### src/rtl/core/ppe_pkg.sv
// ----------------------------------------------------------------------------
// ppe_pkg
// Shared types and constants of the led pixel pulse encoder.
// ----------------------------------------------------------------------------
package ppe_pkg;

    // field widths
    localparam int TICK_W    = 15;
    localparam int WORD_W    = 32;
    localparam int CHAN_W    = 8;
    localparam int BITS_W    = 4 * CHAN_W;
    localparam int CNT_W     = 6;
    localparam int CFG_IDX_W = 3;

    // bit counts of one pixel
    localparam logic [CNT_W-1:0] BITS_THREE_BYTES = CNT_W'(3 * CHAN_W);
    localparam logic [CNT_W-1:0] BITS_FOUR_BYTES  = CNT_W'(4 * CHAN_W);

    // register indexes
    localparam logic [CFG_IDX_W-1:0] CFG_ZERO_HIGH  = 3'd0;
    localparam logic [CFG_IDX_W-1:0] CFG_ZERO_LOW   = 3'd1;
    localparam logic [CFG_IDX_W-1:0] CFG_ONE_HIGH   = 3'd2;
    localparam logic [CFG_IDX_W-1:0] CFG_ONE_LOW    = 3'd3;
    localparam logic [CFG_IDX_W-1:0] CFG_RESET_TIME = 3'd4;
    localparam logic [CFG_IDX_W-1:0] CFG_FOUR_BYTES = 3'd5;

    // register reset values
    localparam logic [TICK_W-1:0] ZERO_HIGH_RST  = 15'd8;
    localparam logic [TICK_W-1:0] ZERO_LOW_RST   = 15'd17;
    localparam logic [TICK_W-1:0] ONE_HIGH_RST   = 15'd16;
    localparam logic [TICK_W-1:0] ONE_LOW_RST    = 15'd9;
    localparam logic [TICK_W-1:0] RESET_TIME_RST = 15'd1000;

    // timing registers seen by the serializer
    typedef struct packed {
        logic [TICK_W-1:0] zero_high;
        logic [TICK_W-1:0] zero_low;
        logic [TICK_W-1:0] one_high;
        logic [TICK_W-1:0] one_low;
        logic [TICK_W-1:0] reset_time;
    } ppe_cfg_t;

    // one classified pixel: bits left aligned, sent msb first
    typedef struct packed {
        logic [BITS_W-1:0] bits;
        logic [CNT_W-1:0]  nbits;
        logic              last;
    } ppe_item_t;

endpackage

### src/rtl/core/ppe_front.sv
// ----------------------------------------------------------------------------
// ppe_front
// Pixel intake: reorders the colors to wire order and sets the bit count.
// ----------------------------------------------------------------------------
module ppe_front
    import ppe_pkg::*;
(
    input  logic [CHAN_W-1:0] red,
    input  logic [CHAN_W-1:0] green,
    input  logic [CHAN_W-1:0] blue,
    input  logic [CHAN_W-1:0] white,
    input  logic              last_pixel,
    input  logic              four_bytes,
    output ppe_item_t         item
);

    // green, red, blue, then white only in four-byte mode
    always_comb
    begin
        item.bits  = {green, red, blue, (four_bytes ? white : {CHAN_W{1'b0}})};
        item.nbits = four_bytes ? BITS_FOUR_BYTES : BITS_THREE_BYTES;
        item.last  = last_pixel;
    end

endmodule

### src/rtl/core/ppe_queue.sv
// ----------------------------------------------------------------------------
// ppe_queue
// Short queue of classified pixels between intake and serializer.
// ----------------------------------------------------------------------------
module ppe_queue
    import ppe_pkg::*;
#(
    parameter int DEPTH = 2
)
(
    input  logic      clk,
    input  logic      rst_n,
    input  logic      wr_en,
    input  ppe_item_t wr_item,
    input  logic      rd_en,
    output ppe_item_t rd_item,
    output logic      full,
    output logic      empty
);

    localparam int PTR_W = (DEPTH > 1) ? $clog2(DEPTH) : 1;
    localparam int CNT_Q = $clog2(DEPTH + 1);

    ppe_item_t              slot_reg [DEPTH];
    logic [PTR_W-1:0]       wr_ptr_reg, wr_ptr_next;
    logic [PTR_W-1:0]       rd_ptr_reg, rd_ptr_next;
    logic [CNT_Q-1:0]       count_reg, count_next;
    logic                   do_wr, do_rd;

    assign full    = (count_reg == CNT_Q'(DEPTH));
    assign empty   = (count_reg == '0);
    assign rd_item = slot_reg[rd_ptr_reg];
    assign do_wr   = wr_en && !full;
    assign do_rd   = rd_en && !empty;

    // pointer and fill count update
    always_comb
    begin
        wr_ptr_next = wr_ptr_reg;
        rd_ptr_next = rd_ptr_reg;
        count_next  = count_reg;
        if (do_wr)
        begin
            wr_ptr_next = (wr_ptr_reg == PTR_W'(DEPTH - 1)) ? '0 : wr_ptr_reg + 1'b1;
        end
        if (do_rd)
        begin
            rd_ptr_next = (rd_ptr_reg == PTR_W'(DEPTH - 1)) ? '0 : rd_ptr_reg + 1'b1;
        end
        if (do_wr && !do_rd)
        begin
            count_next = count_reg + 1'b1;
        end
        else if (do_rd && !do_wr)
        begin
            count_next = count_reg - 1'b1;
        end
    end

    always_ff @(posedge clk or negedge rst_n)
    begin
        if (!rst_n)
        begin
            wr_ptr_reg <= '0;
            rd_ptr_reg <= '0;
            count_reg  <= '0;
        end
        else
        begin
            wr_ptr_reg <= wr_ptr_next;
            rd_ptr_reg <= rd_ptr_next;
            count_reg  <= count_next;
        end
    end

    // slot storage
    always_ff @(posedge clk)
    begin
        if (do_wr)
        begin
            slot_reg[wr_ptr_reg] <= wr_item;
        end
    end

endmodule

### src/rtl/core/ppe_back.sv
// ----------------------------------------------------------------------------
// ppe_back
// Serializer: one pulse word per color bit, then the end word of a strand.
// ----------------------------------------------------------------------------
module ppe_back
    import ppe_pkg::*;
(
    input  logic              clk,
    input  logic              rst_n,
    input  ppe_cfg_t          cfg,
    input  ppe_item_t         q_item,
    input  logic              q_empty,
    output logic              q_pop,
    output logic              empty,
    input  logic              pop,
    output logic [WORD_W-1:0] pulse_word,
    output logic              last_of_pixel
);

    typedef enum logic [2:0] {
        ST_IDLE = 3'b001,
        ST_BITS = 3'b010,
        ST_END  = 3'b100
    } state_t;

    state_t              state_reg, state_next;
    logic [BITS_W-1:0]   shift_reg, shift_next;
    logic [CNT_W-1:0]    cnt_reg, cnt_next;
    logic                last_reg, last_next;
    logic                out_valid_reg, out_valid_next;
    logic [WORD_W-1:0]   word_reg, word_next;
    logic                lop_reg, lop_next;

    logic                out_free;
    logic [BITS_W-1:0]   src_bits;
    logic [CNT_W-1:0]    src_cnt;
    logic                src_last;
    logic                cur_bit, final_bit;
    logic [TICK_W-1:0]   high_t, low_t;
    logic [WORD_W-1:0]   bit_word;

    assign out_free      = !out_valid_reg || pop;
    assign empty         = !out_valid_reg;
    assign pulse_word    = word_reg;
    assign last_of_pixel = lop_reg;

    // current bit comes from the held pixel or straight from the queue head
    assign src_bits  = (state_reg == ST_BITS) ? shift_reg : q_item.bits;
    assign src_cnt   = (state_reg == ST_BITS) ? cnt_reg   : q_item.nbits;
    assign src_last  = (state_reg == ST_BITS) ? last_reg  : q_item.last;
    assign cur_bit   = src_bits[BITS_W-1];
    assign final_bit = (src_cnt == CNT_W'(1));

    // pulse word of the current bit
    always_comb
    begin
        high_t = cur_bit ? cfg.one_high : cfg.zero_high;
        if (final_bit && src_last)
        begin
            low_t = cfg.reset_time;
        end
        else
        begin
            low_t = cur_bit ? cfg.one_low : cfg.zero_low;
        end
        bit_word = {1'b0, low_t, 1'b1, high_t};
    end

    // sequencer and output register
    always_comb
    begin
        state_next     = state_reg;
        shift_next     = shift_reg;
        cnt_next       = cnt_reg;
        last_next      = last_reg;
        out_valid_next = out_free ? 1'b0 : out_valid_reg;
        word_next      = word_reg;
        lop_next       = lop_reg;
        q_pop          = 1'b0;
        unique case (state_reg) inside
            ST_IDLE, ST_BITS:
            begin
                if (out_free && (state_reg == ST_BITS || !q_empty))
                begin
                    q_pop          = (state_reg == ST_IDLE);
                    shift_next     = src_bits << 1;
                    cnt_next       = src_cnt - 1'b1;
                    last_next      = src_last;
                    out_valid_next = 1'b1;
                    word_next      = bit_word;
                    lop_next       = final_bit && !src_last;
                    if (final_bit)
                    begin
                        state_next = src_last ? ST_END : ST_IDLE;
                    end
                    else
                    begin
                        state_next = ST_BITS;
                    end
                end
            end
            ST_END:
            begin
                if (out_free)
                begin
                    out_valid_next = 1'b1;
                    word_next      = '0;
                    lop_next       = 1'b1;
                    state_next     = ST_IDLE;
                end
            end
            default:
            begin
                state_next = ST_IDLE;
            end
        endcase
    end

    always_ff @(posedge clk or negedge rst_n)
    begin
        if (!rst_n)
        begin
            state_reg     <= ST_IDLE;
            out_valid_reg <= 1'b0;
        end
        else
        begin
            state_reg     <= state_next;
            out_valid_reg <= out_valid_next;
        end
    end

    // payload registers
    always_ff @(posedge clk)
    begin
        shift_reg <= shift_next;
        cnt_reg   <= cnt_next;
        last_reg  <= last_next;
        word_reg  <= word_next;
        lop_reg   <= lop_next;
    end

endmodule

### src/rtl/core/led_pixel_pulse_encoder_core.sv
// ----------------------------------------------------------------------------
// led_pixel_pulse_encoder_core
// Turns pixels into one-wire pulse words, one word per color bit.
// ----------------------------------------------------------------------------
//  channel   direction  handshake            payload
//  pixel     in         push / full          red green blue white last_pixel
//  pulse     out        pop / empty          pulse_word last_of_pixel
//  config    in         cfg_wr_en            cfg_index cfg_data
//
//  The serializer sends one pulse word per cycle unless stalled; a pixel
//  gives 24 words (32 in four-byte mode), the final pixel one end word more.
//  Intake takes a pixel per cycle while the pixel queue has room.
//  A stalled pop holds the output word; the serializer waits behind it.
//  Reset empties the queue and loads the default timing registers.
// ----------------------------------------------------------------------------
module led_pixel_pulse_encoder_core
    import ppe_pkg::*;
#(
    parameter int QUEUE_DEPTH = 2
)
(
    input  logic                 clk,
    input  logic                 rst_n,
    input  logic                 push,
    output logic                 full,
    input  logic [CHAN_W-1:0]    red,
    input  logic [CHAN_W-1:0]    green,
    input  logic [CHAN_W-1:0]    blue,
    input  logic [CHAN_W-1:0]    white,
    input  logic                 last_pixel,
    output logic                 empty,
    input  logic                 pop,
    output logic [WORD_W-1:0]    pulse_word,
    output logic                 last_of_pixel,
    input  logic                 cfg_wr_en,
    input  logic [CFG_IDX_W-1:0] cfg_index,
    input  logic [TICK_W-1:0]    cfg_data
);

    ppe_cfg_t  cfg_reg;
    logic      four_bytes_reg;
    ppe_item_t front_item;
    ppe_item_t head_item;
    logic      q_empty;
    logic      q_pop;

    // configuration registers
    always_ff @(posedge clk or negedge rst_n)
    begin
        if (!rst_n)
        begin
            cfg_reg.zero_high  <= ZERO_HIGH_RST;
            cfg_reg.zero_low   <= ZERO_LOW_RST;
            cfg_reg.one_high   <= ONE_HIGH_RST;
            cfg_reg.one_low    <= ONE_LOW_RST;
            cfg_reg.reset_time <= RESET_TIME_RST;
            four_bytes_reg     <= 1'b0;
        end
        else if (cfg_wr_en)
        begin
            unique case (cfg_index)
                CFG_ZERO_HIGH:  cfg_reg.zero_high  <= cfg_data;
                CFG_ZERO_LOW:   cfg_reg.zero_low   <= cfg_data;
                CFG_ONE_HIGH:   cfg_reg.one_high   <= cfg_data;
                CFG_ONE_LOW:    cfg_reg.one_low    <= cfg_data;
                CFG_RESET_TIME: cfg_reg.reset_time <= cfg_data;
                CFG_FOUR_BYTES: four_bytes_reg     <= cfg_data[0];
                default:        ;
            endcase
        end
    end

    // pixel intake
    ppe_front u_front (
        .red        (red),
        .green      (green),
        .blue       (blue),
        .white      (white),
        .last_pixel (last_pixel),
        .four_bytes (four_bytes_reg),
        .item       (front_item)
    );

    // pixel queue
    ppe_queue #(
        .DEPTH (QUEUE_DEPTH)
    ) u_queue (
        .clk     (clk),
        .rst_n   (rst_n),
        .wr_en   (push),
        .wr_item (front_item),
        .rd_en   (q_pop),
        .rd_item (head_item),
        .full    (full),
        .empty   (q_empty)
    );

    // bit serializer
    ppe_back u_back (
        .clk           (clk),
        .rst_n         (rst_n),
        .cfg           (cfg_reg),
        .q_item        (head_item),
        .q_empty       (q_empty),
        .q_pop         (q_pop),
        .empty         (empty),
        .pop           (pop),
        .pulse_word    (pulse_word),
        .last_of_pixel (last_of_pixel)
    );

endmodule
### config.mk
export PLATFORM = sky130hd
export DESIGN_NAME = led_pixel_pulse_encoder_core
export DESIGN_NICKNAME = d
export VERILOG_FILES = /design/src/rtl/core/ppe_pkg.sv /design/src/rtl/core/ppe_front.sv /design/src/rtl/core/ppe_queue.sv /design/src/rtl/core/ppe_back.sv /design/src/rtl/core/led_pixel_pulse_encoder_core.sv
export SDC_FILE = /design/constraint.sdc
export NUM_CORES = 1
export LEC_CHECK = 0
export ABC_AREA = 1
export BUFFER_PORTS_ARGS = -buffer_cell sky130_fd_sc_hd__buf_2
export CELL_PAD_IN_SITES_DETAIL_PLACEMENT = 1
export CELL_PAD_IN_SITES_GLOBAL_PLACEMENT = 1
export CORE_MARGIN = 3
export CORE_UTILIZATION = 35
export CTS_CLUSTER_DIAMETER = 60
export DETAILED_ROUTE_END_ITERATION = 12
export GPL_TIMING_DRIVEN = 0
export PLACE_DENSITY_LB_ADDON = 0.1
export SLEW_MARGIN = 10
export SYNTH_ARGS = -nofsm -noshare
export SYNTH_HDL_FRONTEND = slang
export SYNTH_SLANG_ARGS = --single-unit
### constraint.sdc
create_clock -name clk -period 11.8 [get_ports clk]
set_input_delay 2.36 -clock clk [delete_from_list [all_inputs] [get_ports clk]]
set_output_delay 2.36 -clock clk [all_outputs]
set_load 0.05 [all_outputs]
== Word level (Yosys, flattened, before mapping) ==
Memories as Yosys holds them, arrays and structs flattened.
Cells that the tools add are included.
Word-level totals
  memory bits (writable): 78
  memories: 1
  bits of input ports: 56
  register bits after elaboration: 155
  logic and storage cells: 95
  output and inout bits: 35
Memory list
  u_queue.slot_reg: words 2, width 39, rd ports 1, clocked after Yosys merged registers in 0, write ports 1, RTL line ppe_queue.sv:24  | ppe_item_t slot_reg [DEPTH];
Operators by class
  multiplexer cells: 31
  eq/ne operators: 12
  $add $sub $neg: 5
  reduce and logical (&&, ||, !) cells: 29
Operators with widths (count)
  $mux W32: 3
  $pmux W32 S2: 1
  $mux W15: 3
  $reduce_and A2 Y1: 8
  $mux W1: 12
  $mux W3: 4
  $mux W6: 2
  $eq A3 B2 Y1 const B: 3
  $eq A3 B3 Y1 const B: 3
  $mux W8: 1
  $logic_and A1 B1 Y1: 7
  $eq A3 B1 Y1 const B: 2
  $eq A6 B1 Y1 const B: 1
  $logic_not A1 Y1: 6
  $pmux W3 S2: 1
  $sub A6 B1 Y6 const B: 1
  $mux W2: 2
  $ne A2 B1 Y1 const B: 2
  $pmux W1 S2: 2
  $reduce_bool A2 Y1: 2
  $logic_not A3 Y1: 1
  $reduce_and A3 Y1: 1
  $add A1 B1 Y1 const B: 2
  $add A2 B1 Y2 const B: 1
  other kinds (5): 6

== Depth between registers and ports, before layout ==
Gate-level depths: netlist of the first run.
  depth in word-level cells: 10
  mapped depth: 13
  mapped depth without buffers: 11

== Modules after synthesis ==
Synthesis of the first run repeated with hierarchy kept, for this count alone.
Unflattened totals
  cells, all modules: 1087
  area, all modules: 10337.4 um^2
By module, submodules not included
  ppe_back: seq. area each 2203.4 um^2, area each 3906.2 um^2, cells an instance 461, instances 1
  ppe_queue: seq. area each 2442.3 um^2, area each 3070.4 um^2, cells an instance 236, instances 1
  led_pixel_pulse_encoder_core: seq. area each 1916.8 um^2, area each 3056.7 um^2, cells an instance 341, instances 1
  ppe_front: seq. area each 0.0 um^2, area each 304.0 um^2, cells an instance 49, instances 1

== Worst setup path after synthesis of the first run ==
Ideal clock, no wire load.
  path kind: input -> register
  start: in pop
  end: reg u_back.lop_reg, in the netlist u_back.last_of_pixel, enable pin
  stages on the path: 2
  data required time: 11.330 ns
  path buffers: 0
  setup slack: 6.466 ns
  data arrival time: 4.864 ns
  setup time: 0.470 ns
  path through: or2_2 -> a21boi_0
On the way
  word-level cells in the longest chain between the ends: 4
  elaborated cells between the ends (all ways): 5
  classes of those cells: eq/ne: 2; reduce/logical: 3
RTL lines
  from (decl): RTL line led_pixel_pulse_encoder_core.sv:32  | input logic pop,
  $logic_or A1 B1 Y1 *: RTL line ppe_back.sv:42  | assign out_free = !out_valid_reg || pop;
  $logic_and A1 B1 Y1: RTL line ppe_back.sv:83  | if (out_free && (state_reg == ST_BITS || !q_empty))
  $ne A2 B1 Y1 (no line)
  $reduce_and A3 Y1 (no line) *
  to (signal assigned): RTL line ppe_back.sv:140  | lop_reg <= lop_next;
  to (decl): RTL line ppe_back.sv:32  | logic lop_reg, lop_next;
Every way passes the cells marked *; elsewhere a longest branch is shown, timed or not.
A chain may end at the register's enable or synchronous reset.

== Worst setup path after layout of the first run ==
  start: reg u_queue.count_reg[0]
  end: out full
On the way
  word-level cells in the longest chain between the ends: 1
RTL lines
  from (decl): RTL line ppe_queue.sv:27  | logic [CNT_Q-1:0] count_reg, count_next;
  from (signal assigned): RTL line ppe_queue.sv:72  | count_reg <= count_next;
  $eq A2 B2 Y1: RTL line ppe_queue.sv:30  | assign full = (count_reg == CNT_Q'(DEPTH));
  to (decl): RTL line led_pixel_pulse_encoder_core.sv:25  | output logic full,
Every way passes these cells.

==> results of run 1 <==
## power groups by stage
| stage | Clock (mW) | Sequential, mW | Combinational (mW) |
|---|---|---|---|
| finish | 0.797 | 1.28 | 1.08 |
| detailed placement | 0 | 1.29 | 1.11 |
| global placement | 0 | 1.31 | 1.05 |
| global route | 0.855 | 1.30 | 1.21 |
| floorplan | 0 | 1.48 | 0.547 |
| CTS | 0.820 | 1.28 | 1.12 |
## placed cells by master (no fill, tap or decap), types with 3 or more instances in the layout
cell type	n
buf_12	3
inv_1	82
clkinv_2	5
nand2_2	7
xor2_1	3
clkbuf_16	29
clkbuf_1	36
o21ai_0	94
edfxtp_1	140
dfstp_2	13
buf_4	6
nand2_1	236
clkinvlp_4	3
nand3_1	22
ha_1	3
nor2_1	70
buf_2	97
clkinv_1	7
xnor2_1	4
dfrtp_1	71
a21oi_1	19
inv_2	7
a31oi_1	31
nand4_1	20
## cells by family after synthesis
group | share of synthesized area, %
flops | 68.2
xor+xnor | 0.661
buf+inv | 5.91
fa+ha+maj | 0.405
simple gates | 16.4
other cells | 0.0404
compound gates | 8.41
## layout make-up
| type | instances | share of cell area (%) |
|---|---|---|
| Inverter | 89 | 3.00 |
| Timing Repair Buffer | 94 | 5.05 |
| Sequential cell | 224 | 56.7 |
| Clock inverter | 18 | 1.09 |
| Tap cell | 330 | 3.70 |
| Clock buffer | 33 | 6.64 |
| Multi-Input combinational cell | 522 | 21.9 |
| Buffer | 47 | 1.92 |
## final timing paths
| path | startpoint | endpoint | slack [ns] | cells past startpoint |
|---|---|---|---|---|
| hold reg to reg | cfg_reg[69]$_DFFE_PN0P_ | cfg_reg[69]$_DFFE_PN0P_ | 0.48 | 2 |
| hold / removal | cfg_reg[69]$_DFFE_PN0P_ | cfg_reg[69]$_DFFE_PN0P_ | 0.48 | 2 |
| min in group asynchronous | rst_n | cfg_reg[17]$_DFFE_PN0P_ | 1.79 | 1 |
| setup / recovery | u_queue.count_reg[0]$_DFFE_PN0P_ | full | 8.11 | 2 |
| max in group asynchronous | rst_n | cfg_reg[63]$_DFFE_PN1P_ | 9.32 | 2 |
| setup reg to reg | u_back.state_reg[0]$_DFFE_PN1P_ | u_back.pulse_word[24]$_SDFFCE_PP0P_ | 8.93 | 13 |
## tightest hold or removal path, stage by stage, from the launching register on
cell     delay [ns]
dfrtp_1        0.34
nand2_1        0.05
o21ai_0        0.06
## routing by layer
metal / vias up / wire length, microns
met5: - / 0
li1: 3182 / -
met2: 117 / 12500
met4: 0 / 526
met1: 3248 / 11000
met3: 41 / 842
## through the flow
step           util, %  total power, mW  hold slack, ns
2_1_floorplan        -             2.03           0.440
3_3_place_gp      39.6             2.35           0.463
3_5_place_dp      40.2             2.40           0.468
4_1_cts           43.5             3.21           0.483
5_1_grt           43.5             3.36           0.504
6_report          43.5             3.16           0.479
==> impl_metrics.ini, run 1 <==
[setup_path]
cp_num_buf_inv = 1
cpLargestDelayFamily = flip-flops
cpMaxStageDelayCell = dfrtp_1
cp_cell_sequence = nor2_1 > buf_2
max_stage_delay_ns = 0.41
crit_path_max_fanout = 4
endpoint_kind = output port
critPathKind = flip-flop to output port
arrival_ns = 1.33
worstSetupStartpointType = flip-flop
cp.required_ns = 9.44

[status]
outcome = finished clean

[worst_hold_path]
min_path_type = flip-flop to flip-flop

[detailed_routing]
dr.pass1.iters = 5
via_count = 6588
antenna_left = 0
drt_iter0_drc = 347
route.detailed.drc = 0
vias_per_cell = 4.85
drt-total-wl_mm = 24.8
wl_per_cell_microns = 18.3

[timing]
fin_crit_ns = 3.69
grt_setup_unrepaired = no
drv_slew = 0
layout_setup_ws_ns = 8.11
final.setup.tns_ns = 0
fin_crit_sh_pct = 31.2
setup_viol = 0
hold_viol = 0
finClkSkew_ns = 0.0101
relSlewSlack_pct = 48.8
worst_pin_slew_ns = 0.759
fmax_mhz = 271

[grt]
track_usage_pct = 17.5
grt_pass1_vias = 7169
antenna_found_initial = 0
grt_pass1_wl_mm = 39.5
grt_busiest_layer = met2
gr-usage-met3_pct = 2.29
grtUsageMet1_pct = 22.5
overflow = 0
grtUsageMet2_pct = 31.5
grt_max_degree = 54

[synth]
synth_common_cells = nand2_1 (236), edfxtp_1 (140), o21ai_0 (94)
synth_most_common_cell = nand2_1
synth_edf_count = 140
syn_area_sq_um = 9270
synth_ff_type = edfxtp_1
yosys.area.top_type_share_pct = 45.3
yosysWarningCount = 0
syn_area_per_cell_sq_um = 10.5
synthCells = 882
yosysTopAreaCell = edfxtp_1
synthTopCellsByArea = edfxtp_1 (45%), dfrtp_1 (19%), nand2_1 (9.6%), o21ai_0 (5.1%), dfstp_2 (3.7%)
synthDistinctLibCells = 28
synth_seq_cells = 224
syn_nets = 941
synthArstFlopShare_pct = 37.5
ys_seq_area_share_pct = 68.2

[cells_and_area]
largest_reg_flops = 75
layout-drive-gt1-share_pct = 18.1
area_delta_synth_final_pct = 20.2
final_area_sq_um = 11100
final_nets = 1065
nFillCells = 2892
instances_no_fill = 1357
diodes = 0
register_area_sq_um = 6320
multi_input_area_sq_um = 2440

[floorplanning]
io_pins = 91
num_rows = 58
die_area_sq_um = 28500
initial_utilization_pct = 36.2
die_x_microns = 169
die_h_microns = 169
core_sq_um = 25600

[cts]
cts_resized = 0
clock_latency_ns = 0.53
post_cts_buffers = 0
root_buffer = clkbuf_16
cts_buffers = 28
clockBufferDepth = 3
cts_tree = yes
h-tree-depth = 1
clock-sinks = 224
cts_hold_buf = 0
clk_pin_slew_worst_paths_ns = 0.06

[power_and_ir_drop]
seqPwrFrac_pct = 40.4
cellPowerDensity_nw_per_um2 = 283
clkPwrFrac_pct = 25.2
p_leak_nw = 4.91
p_sw_mw = 1.20
p_comb_share_pct = 34.3
power.internal_mw = 1.95
vdd_drop_max_mv = 0.127
switching_share_pct = 38.1

[placement]
placed_cell_area_sq_um = 10300
hpwl_mm = 17.5
place_inst = 1306
place_ws_ns = 7.90
gp_congestion = 0.751
portBuffers = 89

[flow_run]
drv_cap = 0
No activity file was read; power rests on OpenSTA's default activity.
==> run 2: changes to the inputs <==
==> constraint.sdc (replaced) <==
create_clock -name clk -period 3.09 [get_ports clk]
set_input_delay 0.618 -clock clk [delete_from_list [all_inputs] [get_ports clk]]
set_output_delay 0.618 -clock clk [all_outputs]
set_load 0.05 [all_outputs]
==> run 2 against run 1 <==
  * Register-to-register slack lost 8.7 ns
  * Clock skew grew 0.0090 ns
  * Sequential share of layout area shrank 0.65 points
  * Sequential cell count is the same
  * Via count shrank 1.6%
  * Global-route usage shrank 0.63 points
  * Power grew to 4.0 times the previous value
  * Setup slack lost 7.8 ns
  * Combinational power grew to 3.8 times the previous value
  * First-iteration DRC count grew 6.6%
  * Sequential power grew to 3.8 times the previous value
  * Die area is the same
==> impl_metrics.ini, run 2 (synthesized netlist as in run 1, its figures left out) <==
[cts]
post_cts_buffers = 0
clock_latency_ns = 0.54
h-tree-depth = 1
cts_buffers = 27
cts_hold_buf = 0
cts_resized = 0
root_buffer = clkbuf_16
clockBufferDepth = 3
clock-sinks = 224
clk_pin_slew_worst_paths_ns = 0.06
cts_tree = yes

[cells_and_area]
largest_reg_flops = 75
layout-drive-gt1-share_pct = 18.8
nFillCells = 2861
area_delta_synth_final_pct = 21.6
layout.cells.most_common = nand2_1
final_nets = 1064
diodes = 0
register_area_sq_um = 6320
multi_input_area_sq_um = 2440
layout_common_cells = nand2_1 (236), edfxtp_1 (140), buf_2 (97)

[floorplanning]
die_area_sq_um = 28500
die_h_microns = 169
core_sq_um = 25600
io_pins = 91
num_rows = 58
initial_utilization_pct = 36.2
die_x_microns = 169

[detailed_routing]
dr.pass1.iters = 5
via_count = 6481
vias_per_cell = 4.78
drt_iter0_drc = 370
antenna_left = 0
wl_per_cell_microns = 17.5
route.detailed.drc = 0
drt-total-wl_mm = 23.8

[grt]
track_usage_pct = 16.9
grt_pass1_vias = 6857
overflow = 0
antenna_found_initial = 0
grt_max_degree = 49
grt_pass1_wl_mm = 38.5

[setup_path]
endpoint_kind = flip-flop
worstReg2RegEnd = u_back.pulse_word[28]$_SDFFCE_PP0P_
reg2reg_slack_ns = 0.27
critPathKind = flip-flop to flip-flop
arrival_ns = 3.10
r2r_cells = 13
rr_startpoint = u_back.state_reg[0]$_DFFE_PN1P_
cp.required_ns = 3.37
worstSetupStartpointType = flip-flop
crit_path_max_fanout = 10

[timing]
fin_crit_ns = 2.82
timing.hold.ws_ns = 0.0663
grt_setup_unrepaired = no
hold_viol = 0
finClkSkew_ns = 0.0191
drv_slew = 0
fmax_mhz = 355
setup_viol = 0
relSlewSlack_pct = 50.2
fin_crit_sh_pct = 91.3
worst_pin_slew_ns = 0.739

[status]
outcome = finished clean

[placement]
hpwl_mm = 16.2
portBuffers = 89
gp_congestion = 0.744

[power_and_ir_drop]
clkPwrFrac_pct = 28.2
vdd_drop_max_mv = 0.708
p_leak_nw = 4.98
power.internal_mw = 7.86
seqPwrFrac_pct = 38.9
cellPowerDensity_nw_per_um2 = 1110
total_power_mw = 12.5
switching_share_pct = 37.0
p_sw_mw = 4.62
p_comb_share_pct = 32.9

[flow_run]
drv_cap = 0

[worst_hold_path]
min_path_type = input port to asynchronous set/reset pin
-- run 2: cell count changes in the layout (fill, tap and decap cells not counted), sizes merged --
cell    before  now
bufinv       1    7
clkbuf      65   61
clkinv      14    8
inv         89   92
-- run 2: worst max path at each step --
stage | from | slack, ns | cells after the start | to
2_1_floorplan | u_back.out_valid_reg$_DFF_PN0_ | 0.19 | 3 | u_back.last_of_pixel$_SDFFCE_PP1P_
3_3_place_gp | u_back.state_reg[2]$_DFFE_PN0P_ | -0.97 | 6 | u_back.pulse_word[0]$_SDFFCE_PP0P_
3_5_place_dp | u_back.state_reg[0]$_DFFE_PN1P_ | 0.25 | 13 | u_back.pulse_word[28]$_SDFFCE_PP0P_
4_1_cts | u_back.state_reg[0]$_DFFE_PN1P_ | 0.24 | 13 | u_back.pulse_word[28]$_SDFFCE_PP0P_
5_1_grt | u_back.state_reg[0]$_DFFE_PN1P_ | 0.003 | 13 | u_back.pulse_word[27]$_SDFFCE_PP0P_
6_report | u_back.state_reg[0]$_DFFE_PN1P_ | 0.27 | 13 | u_back.pulse_word[28]$_SDFFCE_PP0P_
-- run 2: critical path, cell delays in order (launching register included) --
cell and delay [ns]:
dfstp_2 0.55, inv_2 0.07, nand3_4 0.12, clkbuf_1 0.49, buf_2 0.37, nor2_1 0.10
ha_1 0.20, nand2_2 0.12, nor2_8 0.08, nand3_4 0.12, buf_6 0.18, nand2_1 0.06
inv_1 0.05, nor2_1 0.05
-- run 2: area by class of cell --
class	instances	share of cell area [%]
Clock inverter	21	2.80
Multi-Input combinational cell	522	21.6
Tap cell	330	3.66
Clock buffer	29	6.06
Sequential cell	224	56.1
Buffer	47	1.90
Inverter	89	2.96
Timing Repair Buffer	94	4.93
-- run 2: routing by layer --
metal	routed length, microns	GRT usage (%)	vias up
li1	-	-	3184
met1	12100	25.8	3164
met2	10500	26.2	106
met3	827	2.06	27
met4	397	3.42	0
met5	0	0	-
-- run 2: through the flow --
step	setup TNS, ns	cell area [sq um]	util (%)	worst slack (ns)	instances
6_report	0	11300	44.0	0.270	1356
5_1_grt	0	11300	44.0	0.00273	1356
4_1_cts	0	11300	44.0	0.240	1356
3_5_place_dp	0	10300	40.1	0.254	1306
3_3_place_gp	-101.93	10100	39.6	-0.968	1301
2_1_floorplan	0	9280	-	0.191	882
-- run 2: power groups by stage --
| stage | clock network [mW] | logic (mW) | registers [mW] |
|---|---|---|---|
| 3_3_place_gp | 0 | 3.94 | 4.95 |
| 3_5_place_dp | 0 | 4.15 | 4.91 |
| 4_1_cts | 3.61 | 4.18 | 4.87 |
| 6_report | 3.52 | 4.11 | 4.86 |
| 2_1_floorplan | 0 | 2.09 | 5.64 |
| 5_1_grt | 3.73 | 4.60 | 4.96 |
==> run 3: changes to the inputs <==
--- a/config.mk
+++ b/config.mk
@@ -7,8 +7,6 @@
 export LEC_CHECK = 0
 export ABC_AREA = 1
 export BUFFER_PORTS_ARGS = -buffer_cell sky130_fd_sc_hd__buf_2
-export CELL_PAD_IN_SITES_DETAIL_PLACEMENT = 1
-export CELL_PAD_IN_SITES_GLOBAL_PLACEMENT = 1
 export CORE_MARGIN = 3
 export CORE_UTILIZATION = 35
 export CTS_CLUSTER_DIAMETER = 60
==> run 3 against run 2 <==
  * Power decreased by 3.9%
  * Final area decreased by 1.2%
  * First-iteration DRC count increased by 1.4%
  * Highest routed layer unchanged
  * Die area unchanged
  * Via count down 1.7%
  * Clock skew down 0.0087 ns
  * Final cell count hardly changed
  * Routed wire length fell by 5.7%
  * Critical path depth did not move
  * Largest cell class unchanged
==> impl_metrics.ini, run 3 (synthesized netlist as in run 1, its figures left out) <==
[status]
outcome = finished clean

[grt]
antenna_found_initial = 0
overflow = 0
grt_pass1_wl_mm = 36.3
grt_pass1_vias = 6462
grt_max_degree = 57
track_usage_pct = 15.9

[timing]
timing.hold.ws_ns = 0.0386
layout_setup_ws_ns = 0.262
fin_crit_sh_pct = 91.5
finClkSkew_ns = 0.0104
drv_slew = 0
worst_pin_slew_ns = 0.695
final.setup.tns_ns = 0
hold_viol = 0
fmax_mhz = 354
relSlewSlack_pct = 53.2
grt_setup_unrepaired = no
fin_crit_ns = 2.83
setup_viol = 0

[cts]
clock-sinks = 224
post_cts_buffers = 0
cts_tree = yes
clk_pin_slew_worst_paths_ns = 0.06
cts_resized = 0
h-tree-depth = 1
root_buffer = clkbuf_16
clockBufferDepth = 3
cts_buffers = 27
cts_hold_buf = 0
clock_latency_ns = 0.51

[cells_and_area]
diodes = 0
instances_no_fill = 1355
fin_util_pct = 43.5
area_delta_synth_final_pct = 20.2
layout-drive-gt1-share_pct = 18.0
layout_common_cells = nand2_1 (236), edfxtp_1 (140), buf_2 (97)
largest_reg_flops = 75
layout.cells.most_common = nand2_1
final_area_sq_um = 11100
final_nets = 1065
nFillCells = 2547

[setup_path]
endpoint_kind = flip-flop
cpMaxStageDelayCell = dfstp_2
cp_cell_sequence = inv_2 > nand3_4 > clkbuf_1 > buf_2 > nor2_1 > ha_1 > nand2_2 > nor2_8 > nand3_4 > buf_6 > nand2_1 > inv_1 > nor2_1
path_depth = 13
worstSetupStartpointType = flip-flop
cp_num_buf_inv = 5
crit_path_max_fanout = 10
arrival_ns = 3.08
cp.required_ns = 3.35
cpLargestDelayFamily = buffers and inverters
r2r_cells = 13
critPathKind = flip-flop to flip-flop
max_stage_delay_ns = 0.55

[power_and_ir_drop]
total_power_mw = 12.0
clkPwrFrac_pct = 24.8
p_sw_mw = 4.52
cellPowerDensity_nw_per_um2 = 1080
vdd_drop_max_mv = 0.565
switching_share_pct = 37.7
p_comb_share_pct = 34.7
power.internal_mw = 7.48
p_leak_nw = 4.92
seqPwrFrac_pct = 40.5

[detailed_routing]
via_count = 6372
met1_length_mm = 11.1
wl_per_cell_microns = 16.5
route.detailed.drc = 0
dr.pass1.iters = 5
wl_met2_mm = 10.1
drt-total-wl_mm = 22.4
topRoutingLayerUsed = met4
antenna_left = 0
vias_per_cell = 4.70
routed-wl-met3_microns = 920
drt_iter0_drc = 375

[placement]
portBuffers = 89
hpwl_mm = 15.5
place_ws_ns = 0.240
gp_congestion = 0.769
place_inst = 1307
placed_cell_area_sq_um = 10300

[worst_hold_path]
min_path_type = input port to asynchronous set/reset pin

[floorplanning]
die_x_microns = 169
core_sq_um = 25600
die_h_microns = 169
die_area_sq_um = 28500
io_pins = 91
initial_utilization_pct = 36.2
num_rows = 58

[flow_run]
drv_cap = 0
run 3: final timing paths:
kind                                                  from                             endpoint  slack [ns]
min in group clk                                  green[6]    u_queue.slot_reg[0][37]$_DFFE_PP_        0.29
min                                                  rst_n              cfg_reg[72]$_DFFE_PN0P_        0.04
max reg2reg                u_back.state_reg[0]$_DFFE_PN1P_  u_back.pulse_word[21]$_SDFFCE_PP0P_        0.26
max                        u_back.state_reg[0]$_DFFE_PN1P_  u_back.pulse_word[21]$_SDFFCE_PP0P_        0.26
min reg2reg                        cfg_reg[73]$_DFFE_PN0P_              cfg_reg[73]$_DFFE_PN0P_        0.48
max in group asynchronous                            rst_n              cfg_reg[18]$_DFFE_PN1P_        2.37
run 3: layout make-up:
| class | instances | area (sq um) | area share, % |
|---|---|---|---|
| Buffer | 47 | 214 | 1.92 |
| Clock buffer | 29 | 693 | 6.22 |
| Clock inverter | 19 | 144 | 1.29 |
| Inverter | 89 | 334 | 3.00 |
| Multi-Input combinational cell | 522 | 2440 | 21.9 |
| Sequential cell | 224 | 6320 | 56.7 |
| Tap cell | 330 | 413 | 3.70 |
| Timing Repair Buffer | 95 | 583 | 5.23 |
run 3: layer usage:
layer,vias up,GRT usage [%]
li1,3188,-
met1,3045,23.9
met2,113,24.7
met3,26,2.38
met4,0,3.17
met5,-,0
run 3: power by group through the flow:
stage	clock network (mW)	registers [mW]	logic, mW
after floorplan	0	5.64	2.09
after global placement	0	4.96	3.98
after detailed placement	0	4.91	4.22
after CTS	3.07	4.86	4.24
after global routing	3.21	4.96	4.61
final	2.98	4.86	4.16
